<file path="config.mk">
export PLATFORM = sky130hd
export DESIGN_NAME = cht_mod_unit
export DESIGN_NICKNAME = d
export VERILOG_FILES = /design/src/rtl/cht_pkg.sv /design/src/rtl/cht_mod_unit.sv
export SDC_FILE = /design/constraint.sdc
export NUM_CORES = 1
export LEC_CHECK = 0
export ABC_AREA = 1
export BUFFER_PORTS_ARGS = -buffer_cell sky130_fd_sc_hd__buf_2
export CAP_MARGIN = 20
export CORE_UTILIZATION = 45
export DETAILED_ROUTE_END_ITERATION = 8
export GPL_TIMING_DRIVEN = 0
export PLACE_DENSITY_LB_ADDON = 0.2
export RECOVER_POWER = 25
export SLEW_MARGIN = 20
export SYNTH_ARGS = -nofsm -noshare
export SYNTH_HDL_FRONTEND = slang
export SYNTH_SLANG_ARGS = --single-unit
</file>
<file path="constraint.sdc">
create_clock -name clk -period 10.28 [get_ports clk]
set_input_delay 1.028 -clock clk [delete_from_list [all_inputs] [get_ports clk]]
set_output_delay 1.028 -clock clk [all_outputs]
set_load 0.005 [all_outputs]
</file>
<file path="src/rtl/cht_pkg.sv">
// Shared types and constants for the chained hash table.
// Depends on nothing; every rtl module imports it.
package cht_pkg;

    localparam int MAX_BUCKETS  = 64;
    localparam int POOL_ENTRIES = 256;
    localparam int BUCKET_W     = 6;
    localparam int ENTRY_W      = 8;
    localparam int LINK_W       = 9;
    localparam int COUNT_W      = 9;
    localparam int CFG_W        = 7;

    localparam logic [LINK_W-1:0] NIL_LINK = 9'd256;
    localparam logic [CFG_W-1:0]  BUCKETS_AT_RESET = 7'd16;

    localparam logic [1:0] KIND_PUT    = 2'd0;
    localparam logic [1:0] KIND_GET    = 2'd1;
    localparam logic [1:0] KIND_REMOVE = 2'd2;

    localparam logic [2:0] ST_INSERTED = 3'd0;
    localparam logic [2:0] ST_UPDATED  = 3'd1;
    localparam logic [2:0] ST_FOUND    = 3'd2;
    localparam logic [2:0] ST_MISSING  = 3'd3;
    localparam logic [2:0] ST_REMOVED  = 3'd4;
    localparam logic [2:0] ST_FULL     = 3'd5;

    // Write request to the entry store
    typedef struct packed {
        logic               key_we;
        logic               value_we;
        logic               next_we;
        logic [ENTRY_W-1:0] addr;
        logic [31:0]        key;
        logic [31:0]        value;
        logic [LINK_W-1:0]  next;
    } entry_wr_t;

    // Write request to the bucket head table
    typedef struct packed {
        logic                we;
        logic [BUCKET_W-1:0] addr;
        logic [LINK_W-1:0]   link;
    } head_wr_t;

endpackage

</file>
<file path="src/rtl/cht_mod_unit.sv">
// Iterative remainder unit: key magnitude modulo bucket count, four bits a cycle.
// Depends on cht_pkg.
module cht_mod_unit
    import cht_pkg::*;
(
    input  logic                clk,
    input  logic                rst_n,
    input  logic                start,
    input  logic [31:0]         mag,
    input  logic [CFG_W-1:0]    divisor,
    output logic                done,
    output logic [BUCKET_W-1:0] rem
);

    logic [31:0]      shift_reg;
    logic [CFG_W-1:0] rem_reg;
    logic [CFG_W-1:0] rem_next;
    logic [3:0]       step_reg;
    logic             busy_reg;

    // Four restoring steps on the running remainder
    always_comb
    begin
        logic [CFG_W-1:0] r;
        r = rem_reg;
        for (int i = 0; i < 4; i++)
        begin
            r = {r[CFG_W-2:0], shift_reg[31-i]};
            if (r >= divisor)
            begin
                r = r - divisor;
            end
        end
        rem_next = r;
    end

    // Advance one digit group per cycle
    always_ff @(posedge clk or negedge rst_n)
    begin
        if (!rst_n)
        begin
            busy_reg <= 1'b0;
            step_reg <= '0;
            done     <= 1'b0;
        end
        else
        begin
            done <= 1'b0;
            if (start)
            begin
                busy_reg <= 1'b1;
                step_reg <= '0;
            end
            else if (busy_reg)
            begin
                step_reg <= step_reg + 4'd1;
                if (step_reg == 4'd7)
                begin
                    busy_reg <= 1'b0;
                    done     <= 1'b1;
                end
            end
        end
    end

    // Datapath
    always_ff @(posedge clk)
    begin
        if (start)
        begin
            shift_reg <= mag;
            rem_reg   <= '0;
        end
        else if (busy_reg)
        begin
            shift_reg <= {shift_reg[27:0], 4'd0};
            rem_reg   <= rem_next;
        end
    end

    assign rem = rem_reg[BUCKET_W-1:0];

endmodule

</file>
* Word-level counts from Yosys, hierarchy flattened
Index checks and enable logic that the tools add are counted.
Widths: inputs -> output; s select.
** Storage, ports and cells
- Output and inout bits :: 7
- Register bits :: 44
- Word-level logic and storage cells :: 30
- Bits of input ports :: 42
** Cells by class
- $add $sub $neg :: 5
- Magnitude comparators :: 4
- Eq/ne operators :: 1
- Reduce and logical (&&, ||, !) cells :: 1
- Multiplexer cells :: 14
** Operators with widths (number)
- $mux 32 :: 2
- $ge 7x7->1 :: 4
- $mux 6 :: 4
- $sub 6x6->6 :: 4
- $mux 4 :: 2
- $mux 1 :: 6
- $add 4x1->4 const B :: 1
- $eq 4x3->1 const B :: 1
- $reduce_bool 2->1 :: 1

* Longest topological paths before layout
- Depth after elaboration :: 8
- Gate-level depth with buffers :: 37
- Mapped depth without buffers :: 37

* Worst setup path after synthesis
Ideal clock, no wire load.
- Path kind :: input -> register
- From :: input divisor[0]
- To :: register rem_reg[2]
- Stages :: 32
- Arrival :: 5344 ps
- Data required time :: 10167 ps
- Path slack :: 4823 ps
- Cells stage by stage :: ha_1 > fa_1 > o21ai_0 > xnor2_1 > nand2_1 > o21ai_0 > inv_1 > ha_1 > nand2_1 > inv_2 > a21oi_4 > nand2_2 > nor2_4 > nand2_1 > nand2_1 > inv_1 > ha_1 > nand3b_1 > nand3_1 > nand2_1 > o21bai_1 > or2_2 > nand3_1 > o21ai_0 > ha_1 > a21o_1 > a31oi_1 > nand3b_2 > inv_1 > nand3_2 > nand3_2 > nand2_1
** Between the ends
- Longest elaborated chain between the ends :: 8
** RTL lines
- start, declared :: RTL line cht_mod_unit.sv:10 : input logic [CFG_W-1:0] divisor,
- $sub 6x6->6 / $ge 7x7->1 (equally long branches) :: RTL line cht_mod_unit.sv:31, cht_mod_unit.sv:29
- $mux 6 :: RTL line cht_mod_unit.sv:29 : if (r >= divisor)
- $sub 6x6->6 / $ge 7x7->1 (equally long branches) :: RTL line cht_mod_unit.sv:31, cht_mod_unit.sv:29
- $mux 6 :: RTL line cht_mod_unit.sv:29
- $ge 7x7->1 / $sub 6x6->6 (equally long branches) :: RTL line cht_mod_unit.sv:29, cht_mod_unit.sv:31
- $mux 6 :: RTL line cht_mod_unit.sv:29
- $sub 6x6->6 / $ge 7x7->1 (equally long branches) :: RTL line cht_mod_unit.sv:31, cht_mod_unit.sv:29
- $mux 6 (*) :: RTL line cht_mod_unit.sv:29
- end signal, assigned :: RTL line cht_mod_unit.sv:77 : rem_reg <= rem_next;
- end, declared :: RTL line cht_mod_unit.sv:16 : logic [CFG_W-1:0] rem_reg;
Mark *: on every way between the ends. The rest lies on a longest branch, timed or not.
A chain may end at the register's enable or synchronous reset.

* Worst setup path after layout
- From :: input divisor[1]
- To :: register rem_reg[3]
Same word-level chain as after synthesis.

==> metrics.log <==
[metrics] main combinational cell family by area after synthesis: simple AND/OR/NAND/NOR gates
[metrics] Data arrival, critical path: roughly 6.2 ns
[metrics] count of hold buffers inserted by post-cts repair: 0
[metrics] final weighted congestion of routability-driven global placement: 0.890
[metrics] standard cell with the maximum stage delay on the critical path: sky130_fd_sc_hd__ha_1
[metrics] slew at the pin with the worst max-slew slack: 0.712 ns
[metrics] row cnt: 30
[metrics] total CTS buffers: 5
[metrics] post-synthesis adder-cell area fraction: 0.133
[metrics] Fmax: approximately 0.17 GHz
[metrics] wire length the detailed router placed on met1: approximately 3400 um
[metrics] largest net degree at the start of global routing: 35
[metrics] Sum Neg Setup Slack: 0 ns
[metrics] horizontal die dimension: just under 90 um
[metrics] DPL Wire Length: between 5000 and 6000 um
[metrics] flops & latches, synth: 44
[metrics] number of vias per cell: 4.77
[metrics] overall die area: between 7000 and 8000 sq um
[metrics] number of remaining DRC errors: 0
[metrics] met3 wire length: 262 um
[metrics] final net count: approximately 550
[metrics] part of the cycle the worst path needs: 0.588
[metrics] via count of the first global-routing pass: 2,658
[metrics] simple-gate share of the synthesized area: 0.313
[metrics] WL/cell: between 10 and 15 um
[metrics] post-synthesis instance area: 3320 sq um
[metrics] cells after synthesis: roughly 420
[metrics] Total Wirelength: between 7000 and 8000 um
[metrics] time the worst path needs with I/O delays and setup: around 6.0 ns
[metrics] number of DRC violations after detailed-routing iteration 0: between 150 and 200
[metrics] clock latency on the worst-skew pair: 0.30 ns
[metrics] post-layout util: 0.541
[metrics] post-cts gate resize count: 0
[metrics] total gr overflow: 0
[metrics] required time at the endpoint of the critical path: 10.48 ns
[metrics] global-route wire length before repair: ~12,000 um
[metrics] total via count after detailed routing: about 2,700
[metrics] crit-path max cell delay: about 0.36 ns
[metrics] Top cell by count, worst path: sky130_fd_sc_hd__nand2_1
[metrics] relative slew slack: 0.524
[metrics] compound-cell area share of the yosys netlist: 0.0728
[metrics] area of the core: 6940 sq um
[metrics] I/O pin count: around 50
[metrics] highest metal layer used by the detailed router: met4
[metrics] Synth cell types: 39
[metrics] clock transition at the register clock pins on the worst setup and hold paths after CTS: roughly 0.080 ns
[metrics] fraction of synthesized cell area in xor and xnor cells: 0.0343
[metrics] count of clock tree sinks: 44
[metrics] Yosys Warn Count: 0
[metrics] critical path startpoint category: input pin
[metrics] depth of the CTS H-tree: 2
[metrics] Final setup viols: 0
[metrics] number of setup buffers added after CTS: 0
[metrics] layout cell share with drive strength beyond 1: 0.180
[metrics] share of synthesized area spent on multiplexers: 0
[metrics] setup repair after global routing missed its margin: false
[metrics] total iterations of the first detailed-routing run: 4
[metrics] outcome: finished clean
[metrics] Final Slew Violations: 0
[metrics] worst hold-check path type: flip-flop to flip-flop
[metrics] CTS tree: done
[metrics] max reg flops: 32
[metrics] type of destination of the critical path: flip-flop
[metrics] amount of wire on met2 after detailed routing: approximately 3500 um
[metrics] count of antenna diodes in the layout: 0
[metrics] net count after synthesis: approximately 500
[metrics] max-cap violation count: 0
[metrics] effective utilization at floorplan: 0.478
[metrics] proportion of synthesized chip area in sequential cells: 0.371
[metrics] Tot GR Track Use: 0.204
[metrics] final hold vios: 0
[metrics] count of filler cells inserted in the layout: about 700
[metrics] number of antenna-violating nets in the routed design: 0
[metrics] cell at the root of the clock tree: sky130_fd_sc_hd__clkbuf_8
[metrics] mean area per synthesized cell: roughly 7.8 sq um
[metrics] area added between synthesis and finish: 13.2%
[metrics] quantity of I/O buffers inserted on ports: 47
[metrics] die boundary height: between 80 and 90 um
[metrics] Longest Clk Path Bufs: 2
[metrics] number of antenna violations at the first check in global routing: 0
[metrics] largest fanout on the critical path: 9
[metrics] Critical Setup Path Class: input pin to flip-flop
[metrics] maximum clock skew at final layout: 0.00786 ns
[cells by family (layout without fill, tap and decap cells)]
kind of cell / Yosys count / in the layout
compound gates: 40 / 40
xor+xnor: 13 / 13
fa+ha+maj: 33 / 33
buf+inv: 66 / 121
flops: 44 / 44
simple gates: 227 / 227
[placed cells by master (no fill, tap or decap), drive strengths merged]
cell type,synthesis,layout
nand2,170,170
nand4,4,4
edfxtp,32,32
a31oi,3,3
dfxtp,6,6
dfrtp,6,6
buf,0,45
nand3b,3,3
xnor2,5,5
a21oi,18,18
clkinv,1,2
clkbuf,7,15
ha,29,29
nand3,26,26
xor2,8,8
nor3,6,6
or2,2,2
clkinvlp,0,1
inv,58,58
a21boi,1,1
a21o,1,1
fa,4,4
o21ai,13,13
o21bai,3,3
nor2,16,16
o211ai,1,1
[final timing paths]
check / to / cells past startpoint / start / slack, ns
worst max-delay path: rem_reg[3]$_SDFFE_PP0P_ / 36 / divisor[1] / 4.24
worst min-delay path: step_reg[3]$_DFFE_PN0P_ / 1 / step_reg[3]$_DFFE_PN0P_ / 0.49
worst max register to register: rem_reg[3]$_SDFFE_PP0P_ / 33 / shift_reg[31]$_DFFE_PP_ / 4.87
worst min register to register: step_reg[3]$_DFFE_PN0P_ / 1 / step_reg[3]$_DFFE_PN0P_ / 0.49
max in group asynchronous: step_reg[0]$_DFFE_PN0P_ / 1 / rst_n / 9.45
min in group asynchronous: busy_reg$_DFF_PN0_ / 1 / rst_n / 0.59
[cells in the mapped netlist, drive strengths merged]
cell type  instances  area (sq um)
a31oi              3          18.8
nand2            170           656
nor3               6          35.0
o211ai             1          7.51
edfxtp            32           961
dfxtp              6           120
o21bai             3          22.5
ha                29           363
nor2              16          77.6
a21boi             1          7.51
clkinv             1          5.00
xor2               8          70.1
nand4              4          25.0
or2                2          12.5
a21oi             18           109
inv               58           220
dfrtp              6           150
clkbuf             7          26.3
xnor2              5          43.8
fa                 4          80.1
o21ai             13          68.8
a21o               1          7.51
nand3b             3          38.8
nand3             26           193
[layout make-up]
cell class	count	area, sq um	share of cell area
multi-input cells	313	1840	0.489
flip-flops and latches	44	1230	0.328
plain buffers	7	26.3	0.00700
repair buffers	47	233	0.0620
inverters	59	225	0.0600
clock inverters	2	12.5	0.00333
well taps	96	120	0.0320
clock buffers	6	72.6	0.0193
[metrics by stage]
stage               worst slack (ns)  instance area, sq um  hold slack (ns)  cells
floorplan                       4.82                  3320            0.435    423
global placement                3.96                  3670            0.459    566
detailed placement              3.94                  3670            0.470    566
CTS                             4.22                  3760            0.484    574
global route                    3.74                  3760            0.495    574
finish                          4.24                  3760            0.485    574
[critical path, delay by kind of cell]
| kind | cells | cell delay (ns) |
|---|---|---|
| buf+inv | 7 | 0.81 |
| compound gates | 6 | 0.98 |
| simple gates | 19 | 2.09 |
| fa+ha+maj | 4 | 1.34 |
[metal layers]
metal  up-vias  global-route usage
met3         2              0.0320
met4         0              0.0462
met1      1225               0.279
met5         -                   0
met2        44               0.340
li1       1469                   -
Power is left out: the tool's default activity adds up to more than one toggle a clock period on the data nets, which glitch-free logic cannot reach.
