--- src/rtl/cht_pkg.sv ---
// Shared types and constants for the chained hash table.
// Depends on nothing; every rtl module imports it.
package cht_pkg;

    localparam int MAX_BUCKETS  = 64;
    localparam int POOL_ENTRIES = 256;
    localparam int BUCKET_W     = 6;
    localparam int ENTRY_W      = 8;
    localparam int LINK_W       = 9;
    localparam int COUNT_W      = 9;
    localparam int CFG_W        = 7;

    localparam logic [LINK_W-1:0] NIL_LINK = 9'd256;
    localparam logic [CFG_W-1:0]  BUCKETS_AT_RESET = 7'd16;

    localparam logic [1:0] KIND_PUT    = 2'd0;
    localparam logic [1:0] KIND_GET    = 2'd1;
    localparam logic [1:0] KIND_REMOVE = 2'd2;

    localparam logic [2:0] ST_INSERTED = 3'd0;
    localparam logic [2:0] ST_UPDATED  = 3'd1;
    localparam logic [2:0] ST_FOUND    = 3'd2;
    localparam logic [2:0] ST_MISSING  = 3'd3;
    localparam logic [2:0] ST_REMOVED  = 3'd4;
    localparam logic [2:0] ST_FULL     = 3'd5;

    // Write request to the entry store
    typedef struct packed {
        logic               key_we;
        logic               value_we;
        logic               next_we;
        logic [ENTRY_W-1:0] addr;
        logic [31:0]        key;
        logic [31:0]        value;
        logic [LINK_W-1:0]  next;
    } entry_wr_t;

    // Write request to the bucket head table
    typedef struct packed {
        logic                we;
        logic [BUCKET_W-1:0] addr;
        logic [LINK_W-1:0]   link;
    } head_wr_t;

endpackage

--- src/rtl/cht_head_table.sv ---
// Bucket head memory with per-bucket valid bits; empty buckets read as the null link.
// Depends on cht_pkg.
module cht_head_table
    import cht_pkg::*;
(
    input  logic                clk,
    input  logic                rst_n,
    input  logic                rd_en,
    input  logic [BUCKET_W-1:0] rd_addr,
    output logic [LINK_W-1:0]   rd_link,
    input  head_wr_t            wr
);

    logic [LINK_W-1:0]      mem [MAX_BUCKETS];
    logic [MAX_BUCKETS-1:0] valid_reg;

    // Track which buckets have been written
    always_ff @(posedge clk or negedge rst_n)
    begin
        if (!rst_n)
        begin
            valid_reg <= '0;
        end
        else if (wr.we)
        begin
            valid_reg[wr.addr] <= 1'b1;
        end
    end

    // Write and registered read
    always_ff @(posedge clk)
    begin
        if (wr.we)
        begin
            mem[wr.addr] <= wr.link;
        end
        if (rd_en)
        begin
            rd_link <= valid_reg[rd_addr] ? mem[rd_addr] : NIL_LINK;
        end
    end

endmodule

--- config.mk ---
export PLATFORM = sky130hd
export DESIGN_NAME = cht_head_table
export DESIGN_NICKNAME = d
export VERILOG_FILES = /design/src/rtl/cht_pkg.sv /design/src/rtl/cht_head_table.sv
export SDC_FILE = /design/constraint.sdc
export NUM_CORES = 1
export LEC_CHECK = 0
export CORE_MARGIN = 2
export CORE_UTILIZATION = 45
export CTS_BUF_LIST = sky130_fd_sc_hd__clkbuf_4 sky130_fd_sc_hd__clkbuf_8 sky130_fd_sc_hd__clkbuf_16
export CTS_CLUSTER_DIAMETER = 60
export DETAILED_ROUTE_END_ITERATION = 7
export DONT_BUFFER_PORTS = 1
export PLACE_DENSITY_LB_ADDON = 0.2
export RECOVER_POWER = 50
export SETUP_SLACK_MARGIN = 0.3
export SLEW_MARGIN = 5
export SYNTH_ARGS = -nofsm -noshare
export SYNTH_HDL_FRONTEND = slang
export SYNTH_SLANG_ARGS = --single-unit
--- constraint.sdc ---
create_clock -name clk -period 2.2 [get_ports clk]
set_input_delay 0.22 -clock clk [delete_from_list [all_inputs] [get_ports clk]]
set_output_delay 0.22 -clock clk [all_outputs]
set_load 0.01 [all_outputs]
======== Yosys cells after proc, flatten, opt, wreduce, memory -nomap -nowiden ========
Memories as Yosys holds them, arrays and structs flattened. A register that Yosys moved wholly into a read port is not among the register bits.
Index checks and enable logic that the tools add are counted.
storage, ports and cells
  register bits after elaboration ......... 64
  RAM bits ................................ 576
  memories ................................ 1
memories
  memory  words  bits a word  read ports  clocked after memory_dff  write ports  RTL line              RTL
  mem     64     9            1           1                         1            cht_head_table.sv:14  logic [LINK_W-1:0] mem [MAX_BUCKETS];
operators by class
  $lt $le $gt $ge ......................... 3
  muxes and demuxes ....................... 6
  bitwise logic cells ..................... 1
  reduce and logical (&&, ||, !) cells .... 2
operator list
  kind                                                                                 count
  64-bit OR                                                                            1
  6-bit by 7-bit < comparator with 1-bit output, second input constant                 2
  1-bit binary-select mux with 6-bit select                                            1
  1-bit demux with 6-bit select                                                        1
  6-bit by 1-bit greater-or-equal comparator with 1-bit output, second input constant  1
  1-bit 2-to-1 mux                                                                     4
  1-bit logical AND                                                                    1
  1-bit logical NOT                                                                    1

======== Logic depth before layout (Yosys ltp) ========
Gate-level depths: netlist of the first run.
  depth after elaboration ................. 5
  mapped depth ............................ 9
  gate-level depth less buffers ........... 5

======== Least setup slack after synthesis of the first run ========
No wires, ideal clock.
  path type ............................... input to register
  start ................................... input rd_addr[0]
  end ..................................... register rd_link[0], read port of mem (data pin)
  setup time .............................. 276 ps
  arrival time ............................ 1,893 ps
  data required time ...................... 1,924 ps
  setup slack ............................. 32 ps
  stages on the path ...................... 9
  buffers on the path ..................... 4
  cell sequence ........................... buf_6 buf_12 buf_6 buf_2 mux4_2 a22oi_1 nand2_1 a211oi_1 a21oi_1
between the ends
  cells in the longest elaborated chain, start to end .. 3
ends and longest elaborated chain
  element                                    RTL line              RTL
  start: declaration                         cht_head_table.sv:9   input logic [BUCKET_W-1:0] rd_addr,
  1-bit binary-select mux with 6-bit select  cht_head_table.sv:39  rd_link <= valid_reg[rd_addr] ? mem[rd_addr] : NIL_LINK;
  1-bit 2-to-1 mux (implied by the code)     cht_head_table.sv:39
  1-bit logical NOT (no source line)         --
  end: declaration                           cht_head_table.sv:10  output logic [LINK_W-1:0] rd_link,
Several ways; a longest one is shown, not always the timed one. The select of a mux whose other input is x is not followed.
A chain may end at the register's enable or synchronous reset.

======== Worst setup path after layout of the first run ========
  start ................................... register valid_reg[63]
  end ..................................... register rd_link[7], read port of mem (data pin)
between the ends
  cells in the longest elaborated chain, start to end .. 3
ends and longest elaborated chain
  element                                    RTL line              RTL
  start: declaration                         cht_head_table.sv:15  logic [MAX_BUCKETS-1:0] valid_reg;
  start signal: assignment                   cht_head_table.sv:22  valid_reg <= '0;
  start signal: indexed assignment           cht_head_table.sv:26  valid_reg[wr.addr] <= 1'b1;
  1-bit binary-select mux with 6-bit select  cht_head_table.sv:39
  1-bit 2-to-1 mux (implied by the code)     cht_head_table.sv:39
  1-bit logical NOT (no source line)         --
No other way between the ends. The select of a mux whose other input is x is not followed.

==> flow_summary.ini, run 1 <==
[synth]
synthArstFlopShare = 0.0986
synth_edf_count = 585
syn_area_um2 = 25100
ys_seq_elements = 649
ys_warn_count = 0
synthDistinctLibCells = 40
synthCells = 1229
synth_flop_cell = edfxtp_1
avgSynthCellArea_um2 = 20.4
synth.yosys.seq_area_share = 0.763
syn-num-nets = 1254

[worst_setup_path]
worstSetupPathType = register to register
cp.required_ns = 2.57
crit_fanout = 8
critPathBufInv = 2
path_common_cell = a21oi_1
max_stage_delay_ns = 0.48
arrival_ns = 2.43
worstSetupStartpointType = register
critPathCaptureType = register
cp_cell_sequence = mux4_2 > a22oi_2 > a21oi_1 > buf_4 > nor4_4 > buf_6 > a21oi_1
crit_family = multiplexers
crit_slowest_cell = mux4_2

[floorplan]
die_h_um = 240
start_util = 0.456
die_w_um = 240
rows = 86
io_pins = 34
design.core.area_um2 = 55100
dieArea_um2 = 57700

[finish]
layout_commonest_cell = edfxtp_1
multi_input_area_um2 = 5720
fin_util = 0.523
syn_to_final_growth_pct = 14.7
final_cell_mix = edfxtp_1 (585), mux4_2 (139), buf_4 (88), nor2_1 (73), or2_2 (66)
regArea_um2 = 19200
final_nets = 1372
fin_cells = 2148
final_layout_size_suffix_gt1_frac = 0.330
nFillCells = 4351
largest_register_ffs = 576

[power_and_ir_drop]
switchingPower_mw = 5.32
combPwrFrac = 0.055
swShare = 0.205
seq_power_share = 0.537
clock_power_share = 0.408
p_int_mw = 20.6
p_leak_nw = 9.55
peakVddDrop_mv = 0.589
finalPower_mw = 25.9
powerDensity_nw_per_um2 = 901

[routing]
vias = 12227
route.detailed.drc = 0
wl_per_cell_um = 26.8
drt_iter0_drc = 1098
postRouteAntennaNets = 0
postRouteWirelength_um = 57700
vias_per_cell = 5.69
drt_pass1_iterations = 5

[grt]
grtUsageTotal = 0.204
grt_pass1_wl_um = 84900
grt_pass1_vias = 12564
antenna_found_initial = 5
grt_max_degree = 177
gr-total-overflow = 0

[timing]
rsz0062_at_grt = yes
max_freq_ghz = 0.484
setup_slack_ns = 0.134
finalSetupViolCount = 0
fin_crit_sh = 0.939
slew-limit-headroom = -0.142
skew_ns = 0.0192
tightest_slew_ns = 1.71
final-hold-violation-count = 0
tns_ns = 0
period_minus_slack_ns = 2.07
slew_violations = 390

[clocking]
cts_tree = built
h-tree-depth = 2
root_buffer = clkbuf_16
clk_pin_slew_ns = 0.06
ctsLongestPathBuffers = 3
clk_latency_ns = 0.62
cts.sinks = 649
numCtsBuffers = 61

[place]
io_buffers = 0
place_inst = 2007
pre_cts_ws_ns = 0.0492
dp_hpwl_um = 32600
place_congestion = 0.768

[min_path]
min_path_type = primary input to register

[outcome]
status = complete, but fails checks
failed_checks = max-capacitance violations, max-slew violations

[run]
max-cap-violations = 6
-- per-layer routing --
metal  vias up  share of wire  track usage  wire [um]
li1       5274              -            -          -
met1      6533           0.45        0.292      25700
met2       316           0.47        0.318      27100
met3        98          0.060       0.0487       3480
met4         6          0.023       0.0544       1330
met5         -        0.00087            0         50
-- tightest hold or removal path: stages --
cell	delay [ns]
nand2_1	0.06
nor2_1	0.05
buf_4	0.18
-- kinds of logic (layout without fill, tap and decap cells) --
family                 after synthesis  count (layout)  synth area share
AND/OR/NAND/NOR                    202             202            0.0400
other                                0               2                 0
AO/OA/AOI/OAI                      136             136            0.0381
buffers and inverters               66             235            0.0145
flip-flops                         649             649             0.763
multiplexers                       176             176             0.144
-- through the flow --
step | hold WS [ns] | cell area, um2
6_report | 0.0590 | 28800
5_1_grt | 0.0781 | 28800
4_1_cts | 0.0275 | 29000
3_5_place_dp | -0.0680 | 26500
3_3_place_gp | -0.0683 | 26500
2_1_floorplan | -0.0756 | 25200
-- final timing paths --
kind	end	start	cells after the start	slack [ns]
min	mem[54][8]$_DFFE_PP_	wr[10]	3	0.06
max reg2reg	rd_link[7]$_SDFFCE_PN0P_	valid_reg[63]$_DFFE_PN0P_	7	0.13
max in group asynchronous	valid_reg[19]$_DFFE_PN0P_	rst_n	2	0.54
min in group asynchronous	valid_reg[44]$_DFFE_PN0P_	rst_n	2	0.60
min reg2reg	valid_reg[50]$_DFFE_PN0P_	valid_reg[50]$_DFFE_PN0P_	1	0.46
max	rd_link[7]$_SDFFCE_PN0P_	valid_reg[63]$_DFFE_PN0P_	7	0.13
-- power groups by stage --
stage | combinational (mW) | clock, mW | sequential (mW)
global placement | 1.13 | 0 | 14.1
detailed placement | 1.14 | 0 | 14.2
floorplan | 0.983 | 0 | 14.1
global route | 1.54 | 11.3 | 13.9
CTS | 1.49 | 10.8 | 13.9
finish | 1.44 | 10.6 | 13.9
-- cells in the mapped netlist, types with 5 or more instances --
cell type | n | area (um2)
buf_6 | 6 | 67.6
edfxtp_1 | 585 | 17600
nand3_1 | 5 | 25.0
buf_2 | 20 | 100
mux4_2 | 135 | 3040
a221o_1 | 8 | 80.1
o221ai_1 | 8 | 70.1
mux4_1 | 9 | 236
a211oi_1 | 8 | 60.1
mux2_2 | 16 | 180
a21oi_1 | 35 | 175
a22oi_1 | 60 | 450
buf_4 | 8 | 60.1
nor2_1 | 74 | 278
dfrtp_1 | 64 | 1600
nand2_1 | 35 | 131
buf_1 | 8 | 30.0
nor2b_1 | 8 | 50.1
clkbuf_1 | 22 | 82.6
mux2i_1 | 16 | 160
o22ai_1 | 8 | 50.1
or2_2 | 66 | 413
-- final cells by class --
type | count | share of cell area
multi-input combinational | 514 | 0.199
tap | 748 | 0.0325
inverter | 1 | 0.000130
timing repair buffer | 120 | 0.0325
antenna | 2 | 0.000174
clock buffer | 85 | 0.0624
sequential | 649 | 0.665
clock inverter | 29 | 0.00830
-- repair_timing --
| action | 4_1_cts | 5_1_grt |
|---|---|---|
| hold buffers | 24 | 0 |
| pin swaps | 8 | 3 |
| endpoints found under the setup margin | 9 | 9 |
| gates resized for setup | 26 | 11 |
| hold endpoints to repair | 667 | 0 |
| buffers inserted | 1 | 0 |
(Power assumes the default switching activity.)
==> run 2, diff against run 1 <==
--- a/config.mk
+++ b/config.mk
@@ -5,14 +5,11 @@
 export SDC_FILE = /design/constraint.sdc
 export NUM_CORES = 1
 export LEC_CHECK = 0
-export CORE_MARGIN = 2
 export CORE_UTILIZATION = 45
 export CTS_BUF_LIST = sky130_fd_sc_hd__clkbuf_4 sky130_fd_sc_hd__clkbuf_8 sky130_fd_sc_hd__clkbuf_16
 export CTS_CLUSTER_DIAMETER = 60
 export DETAILED_ROUTE_END_ITERATION = 7
 export DONT_BUFFER_PORTS = 1
-export PLACE_DENSITY_LB_ADDON = 0.2
-export RECOVER_POWER = 50
 export SETUP_SLACK_MARGIN = 0.3
 export SLEW_MARGIN = 5
 export SYNTH_ARGS = -nofsm -noshare
==> run 2 against run 1 <==
Net effect:
- the flow now finishes without violations
- total power grew 1.5%
- via count shrank 0.35%
- wire length shrank 3.7%
- combinational power is essentially flat
- critical path type unchanged
==> flow_summary.ini, run 2 (synthesis gave the netlist of run 1 again) <==
[grt]
grt_pass1_wl_um = 82400
grt_busiest_layer = met2
grt_pass1_vias = 12463
met2_usage = 0.308
grtUsageTotal = 0.200
antenna_found_initial = 1
gr-total-overflow = 0
grt_max_degree = 177
use_met1 = 0.293
grtUsageMet3 = 0.0382

[routing]
drt_iter0_drc = 1081
vias_per_cell = 5.70
postRouteAntennaNets = 0
postRouteWirelength_um = 55500
route.detailed.drc = 0
wl_per_cell_um = 26.0
vias = 12184
drt_pass1_iterations = 6

[power_and_ir_drop]
p_int_mw = 21.0
clock_power_share = 0.417
seq_power_share = 0.528
finalPower_mw = 26.3
p_leak_nw = 9.63
peakVddDrop_mv = 0.520
powerDensity_nw_per_um2 = 908
switchingPower_mw = 5.29
swShare = 0.201
combPwrFrac = 0.055

[timing]
rsz0062_at_grt = yes
period_minus_slack_ns = 2.04
slew_violations = 0
final-hold-violation-count = 0
tns_ns = 0
tightest_slew_ns = 0.488
finalSetupViolCount = 0
skew_ns = 0.0181
slew-limit-headroom = 0.674
fin_crit_sh = 0.927
max_freq_ghz = 0.490

[floorplan]
design.core.area_um2 = 55100
start_util = 0.456
io_pins = 34
die_h_um = 238
dieArea_um2 = 56800
rows = 86
die_w_um = 238

[worst_setup_path]
crit_fanout = 8
crit_family = multiplexers
worstSetupStartpointType = register
worstSetupPathType = register to register
cp.required_ns = 2.54
max_stage_delay_ns = 0.52
arrival_ns = 2.38
critPathCaptureType = register
cp_cell_sequence = mux4_1 > a22oi_2 > a21boi_2 > nor4_4 > buf_6 > a21oi_1
crit_slowest_cell = mux4_1
critPathBufInv = 1

[finish]
syn_to_final_growth_pct = 15.5
final_cell_mix = edfxtp_1 (585), mux4_2 (141), buf_4 (94), nor2_1 (73), clkbuf_16 (73)
nFillCells = 4410
fin_area_um2 = 29000
final_layout_size_suffix_gt1_frac = 0.342
largest_register_ffs = 576
final_nets = 1365
n_antenna_cell = 0
layout_commonest_cell = edfxtp_1

[clocking]
ctsLongestPathBuffers = 3
cts.sinks = 649
cts_tree = built
clk_pin_slew_ns = 0.06
clk_latency_ns = 0.59
numCtsBuffers = 66
root_buffer = clkbuf_16
h-tree-depth = 3

[outcome]
status = complete, no violations

[min_path]
min_path_type = primary input to register

[place]
dpl_cell_area_um2 = 26400
io_buffers = 0
place_congestion = 0.807
dp_hpwl_um = 32200

[run]
max-cap-violations = 0
[run 2: path summary, 6_finish.rpt]
check / cells after the start / slack (ns) / from / endpoint
worst max register to register: 6 / 0.16 / valid_reg[24]$_DFFE_PN0P_ / rd_link[6]$_SDFFCE_PN0P_
worst min register to register: 1 / 0.46 / valid_reg[46]$_DFFE_PN0P_ / valid_reg[46]$_DFFE_PN0P_
max in group asynchronous: 2 / 1.70 / rst_n / valid_reg[3]$_DFFE_PN0P_
worst min-delay path: 1 / 0.02 / wr[8] / mem[42][8]$_DFFE_PP_
worst max-delay path: 6 / 0.16 / valid_reg[24]$_DFFE_PN0P_ / rd_link[6]$_SDFFCE_PN0P_
min in group asynchronous: 2 / 0.18 / rst_n / valid_reg[40]$_DFFE_PN0P_
[run 2: worst register-to-register path, cell delays in order (launching register included)]
cell and delay, ns:
dfrtp_1 0.40, mux4_1 0.52, a22oi_2 0.21, a21boi_2 0.10, nor4_4 0.32, buf_6 0.20, a21oi_1 0.05
[run 2: area by class of cell]
type	instances	area (um2)	area share
flip-flops and latches	649	19200	0.661
multi-input cells	514	5710	0.197
clock buffers	93	1990	0.0686
repair buffers	108	1030	0.0356
well taps	748	936	0.0323
clock inverters	24	168	0.00578
inverters	1	3.75	0.000129
[run 2: metrics by stage]
| stage | utilization | setup slack, ns | instances | hold slack, ns |
|---|---|---|---|---|
| 2_1_floorplan | - | 0.147 | 1229 | -0.0756 |
| 3_5_place_dp | 0.480 | 0.0510 | 2008 | -0.0673 |
| 3_3_place_gp | 0.480 | 0.0837 | 2008 | -0.0672 |
| 5_1_grt | 0.527 | 0.0670 | 2137 | 0.0113 |
| 4_1_cts | 0.525 | 0.113 | 2137 | 0.00493 |
| 6_report | 0.527 | 0.161 | 2137 | 0.0200 |
[run 2: repair_timing]
action	in CTS	in global routing
hold buffers	12	0
pin swaps	4	10
buffers inserted	0	0
resized for setup	8	32
setup endpoints to repair	9	9
endpoints found under the hold margin	649	0
[run 2: power groups by stage]
stage / Clock [mW] / Combinational (mW) / Sequential (mW)
2_1_floorplan: 0 / 0.983 / 14.1
3_3_place_gp: 0 / 1.11 / 14.1
3_5_place_dp: 0 / 1.12 / 14.2
4_1_cts: 11.2 / 1.41 / 13.9
5_1_grt: 11.7 / 1.54 / 13.9
6_report: 11.0 / 1.44 / 13.9
[run 2: metal layers]
metal	part of all wire	routed length, um	vias to the layer above
met5	0.00090	50	-
met4	0.015	855	2
met3	0.058	3240	66
met2	0.48	26700	314
met1	0.45	24700	6550
li1	-	-	5252
==> run 3, diff against run 2 <==
--- a/config.mk
+++ b/config.mk
@@ -10,6 +10,7 @@
 export CTS_CLUSTER_DIAMETER = 60
 export DETAILED_ROUTE_END_ITERATION = 7
 export DONT_BUFFER_PORTS = 1
+export REMOVE_ABC_BUFFERS = 1
 export SETUP_SLACK_MARGIN = 0.3
 export SLEW_MARGIN = 5
 export SYNTH_ARGS = -nofsm -noshare
==> run 3 against run 2 <==
Net effect:
- final cell count decreased by 0.19%
- critical endpoint unchanged
- worst setup slack worse by 0.021 ns
- clock power barely moved
- design area is 0.13% lower
- wire length increased by 0.79%
- sequential cell count did not move
- non-clock buffer count decreased by 6
- die area unchanged
- global-route usage grew 0.28 points
- sequential power hardly changed
- critical path type unchanged
- total power up 0.25%
==> flow_summary.ini, run 3 (synthesis gave the netlist of run 1 again) <==
[grt]
antenna_found_initial = 0
grtUsageTotal = 0.203
grt_max_degree = 177
grt_pass1_wl_um = 82500
grt_pass1_vias = 12236
gr-total-overflow = 0

[timing]
worst_hold_slack_ns = 0.00554
final-hold-violation-count = 0
tightest_slew_ns = 0.579
period_minus_slack_ns = 2.06
rsz0062_at_grt = yes
slew_violations = 0
slew-limit-headroom = 0.613
setup_slack_ns = 0.140
skew_ns = 0.0156
max_freq_ghz = 0.486
fin_crit_sh = 0.936
finalSetupViolCount = 0

[finish]
fin_cells = 2133
largest_register_ffs = 576
n_antenna_cell = 0
layout_commonest_cell = edfxtp_1
final_layout_size_suffix_gt1_frac = 0.335
final_nets = 1359
syn_to_final_growth_pct = 15.4
final_cell_mix = edfxtp_1 (585), mux4_2 (137), buf_4 (88), nor2_1 (73), clkbuf_16 (71)

[worst_setup_path]
worstSetupPathType = register to register
crit_family = multiplexers
critPathBufInv = 1
arrival_ns = 2.40
worstSetupStartpointType = register
crit_slowest_cell = mux4_2
cp_cell_sequence = mux4_2 > a22oi_2 > a21boi_2 > nor4_4 > buf_6 > a21oi_1
crit_fanout = 8
cp.required_ns = 2.54
max_stage_delay_ns = 0.55
critPathCaptureType = register

[floorplan]
die_w_um = 238
rows = 86
design.core.area_um2 = 55100
dieArea_um2 = 56800
io_pins = 34
die_h_um = 238
start_util = 0.456

[power_and_ir_drop]
combPwrFrac = 0.054
peakVddDrop_mv = 0.524
switchingPower_mw = 5.29
powerDensity_nw_per_um2 = 911
swShare = 0.200
p_leak_nw = 9.65
finalPower_mw = 26.4
seq_power_share = 0.527
p_int_mw = 21.1
clock_power_share = 0.419

[routing]
drt_pass1_iterations = 5
wl_per_cell_um = 26.2
vias = 12101
route.detailed.drc = 0
drt_iter0_drc = 986
postRouteWirelength_um = 56000
postRouteAntennaNets = 0
vias_per_cell = 5.67

[clocking]
clk_pin_slew_ns = 0.06
cts_tree = built
clk_latency_ns = 0.59
numCtsBuffers = 66
cts.sinks = 649
postCtsSetupBuffers = 0
root_buffer = clkbuf_16
ctsLongestPathBuffers = 3
h-tree-depth = 3

[place]
place_congestion = 0.775
dp_hpwl_um = 31800
io_buffers = 0
pre_cts_ws_ns = 0.0235
place_inst = 2001

[run]
max-cap-violations = 0

[min_path]
min_path_type = primary input to register

[outcome]
status = complete, no violations
## run 3: worst paths after layout
kind | start | end | slack (ns) | cells after the start
setup reg to reg | valid_reg[15]$_DFFE_PN0P_ | rd_link[6]$_SDFFCE_PN0P_ | 0.14 | 6
hold reg to reg | valid_reg[17]$_DFFE_PN0P_ | valid_reg[17]$_DFFE_PN0P_ | 0.46 | 1
max in group asynchronous | rst_n | valid_reg[7]$_DFFE_PN0P_ | 1.69 | 2
min in group asynchronous | rst_n | valid_reg[2]$_DFFE_PN0P_ | 0.16 | 2
hold / removal | wr[5] | mem[12][5]$_DFFE_PP_ | 0.006 | 1
setup / recovery | valid_reg[15]$_DFFE_PN0P_ | rd_link[6]$_SDFFCE_PN0P_ | 0.14 | 6
## run 3: final cells by class
type                    count  area, um2
clock inverters            20        146
inverters                   1       3.75
clock buffers              99       2030
well taps                 748        936
flip-flops and latches    649      19200
repair buffers            102        977
multi-input cells         514       5710
fillers                  4352      26100
## run 3: power by group through the flow
stage	Clock [mW]	Combinational, mW	Sequential, mW
floorplan	0	0.807	14.1
global placement	0	1.10	14.1
detailed placement	0	1.12	14.2
CTS	11.3	1.44	13.9
global route	11.7	1.52	13.9
finish	11.1	1.42	13.9
## run 3: repair_timing
item,in CTS,in global routing
endpoints found under the setup margin,9,9
resized for setup,31,2
hold buffers,13,0
pin swaps,8,6
endpoints found under the hold margin,649,0
## run 3: metal layers
| metal | global-route usage | share of wire |
|---|---|---|
| met5 | 0 | 0 |
| met4 | 0.0616 | 0.020 |
| met3 | 0.0398 | 0.060 |
| met2 | 0.321 | 0.49 |
| met1 | 0.287 | 0.43 |
## run 3: stage by stage
stage          TNS (ns)  instance area, um2  utilization
6_report              0               29000        0.526
5_1_grt               0               29000        0.526
4_1_cts               0               29000        0.526
3_5_place_dp          0               26400        0.479
3_3_place_gp          0               26400        0.479
2_1_floorplan    -0.272               24800            -
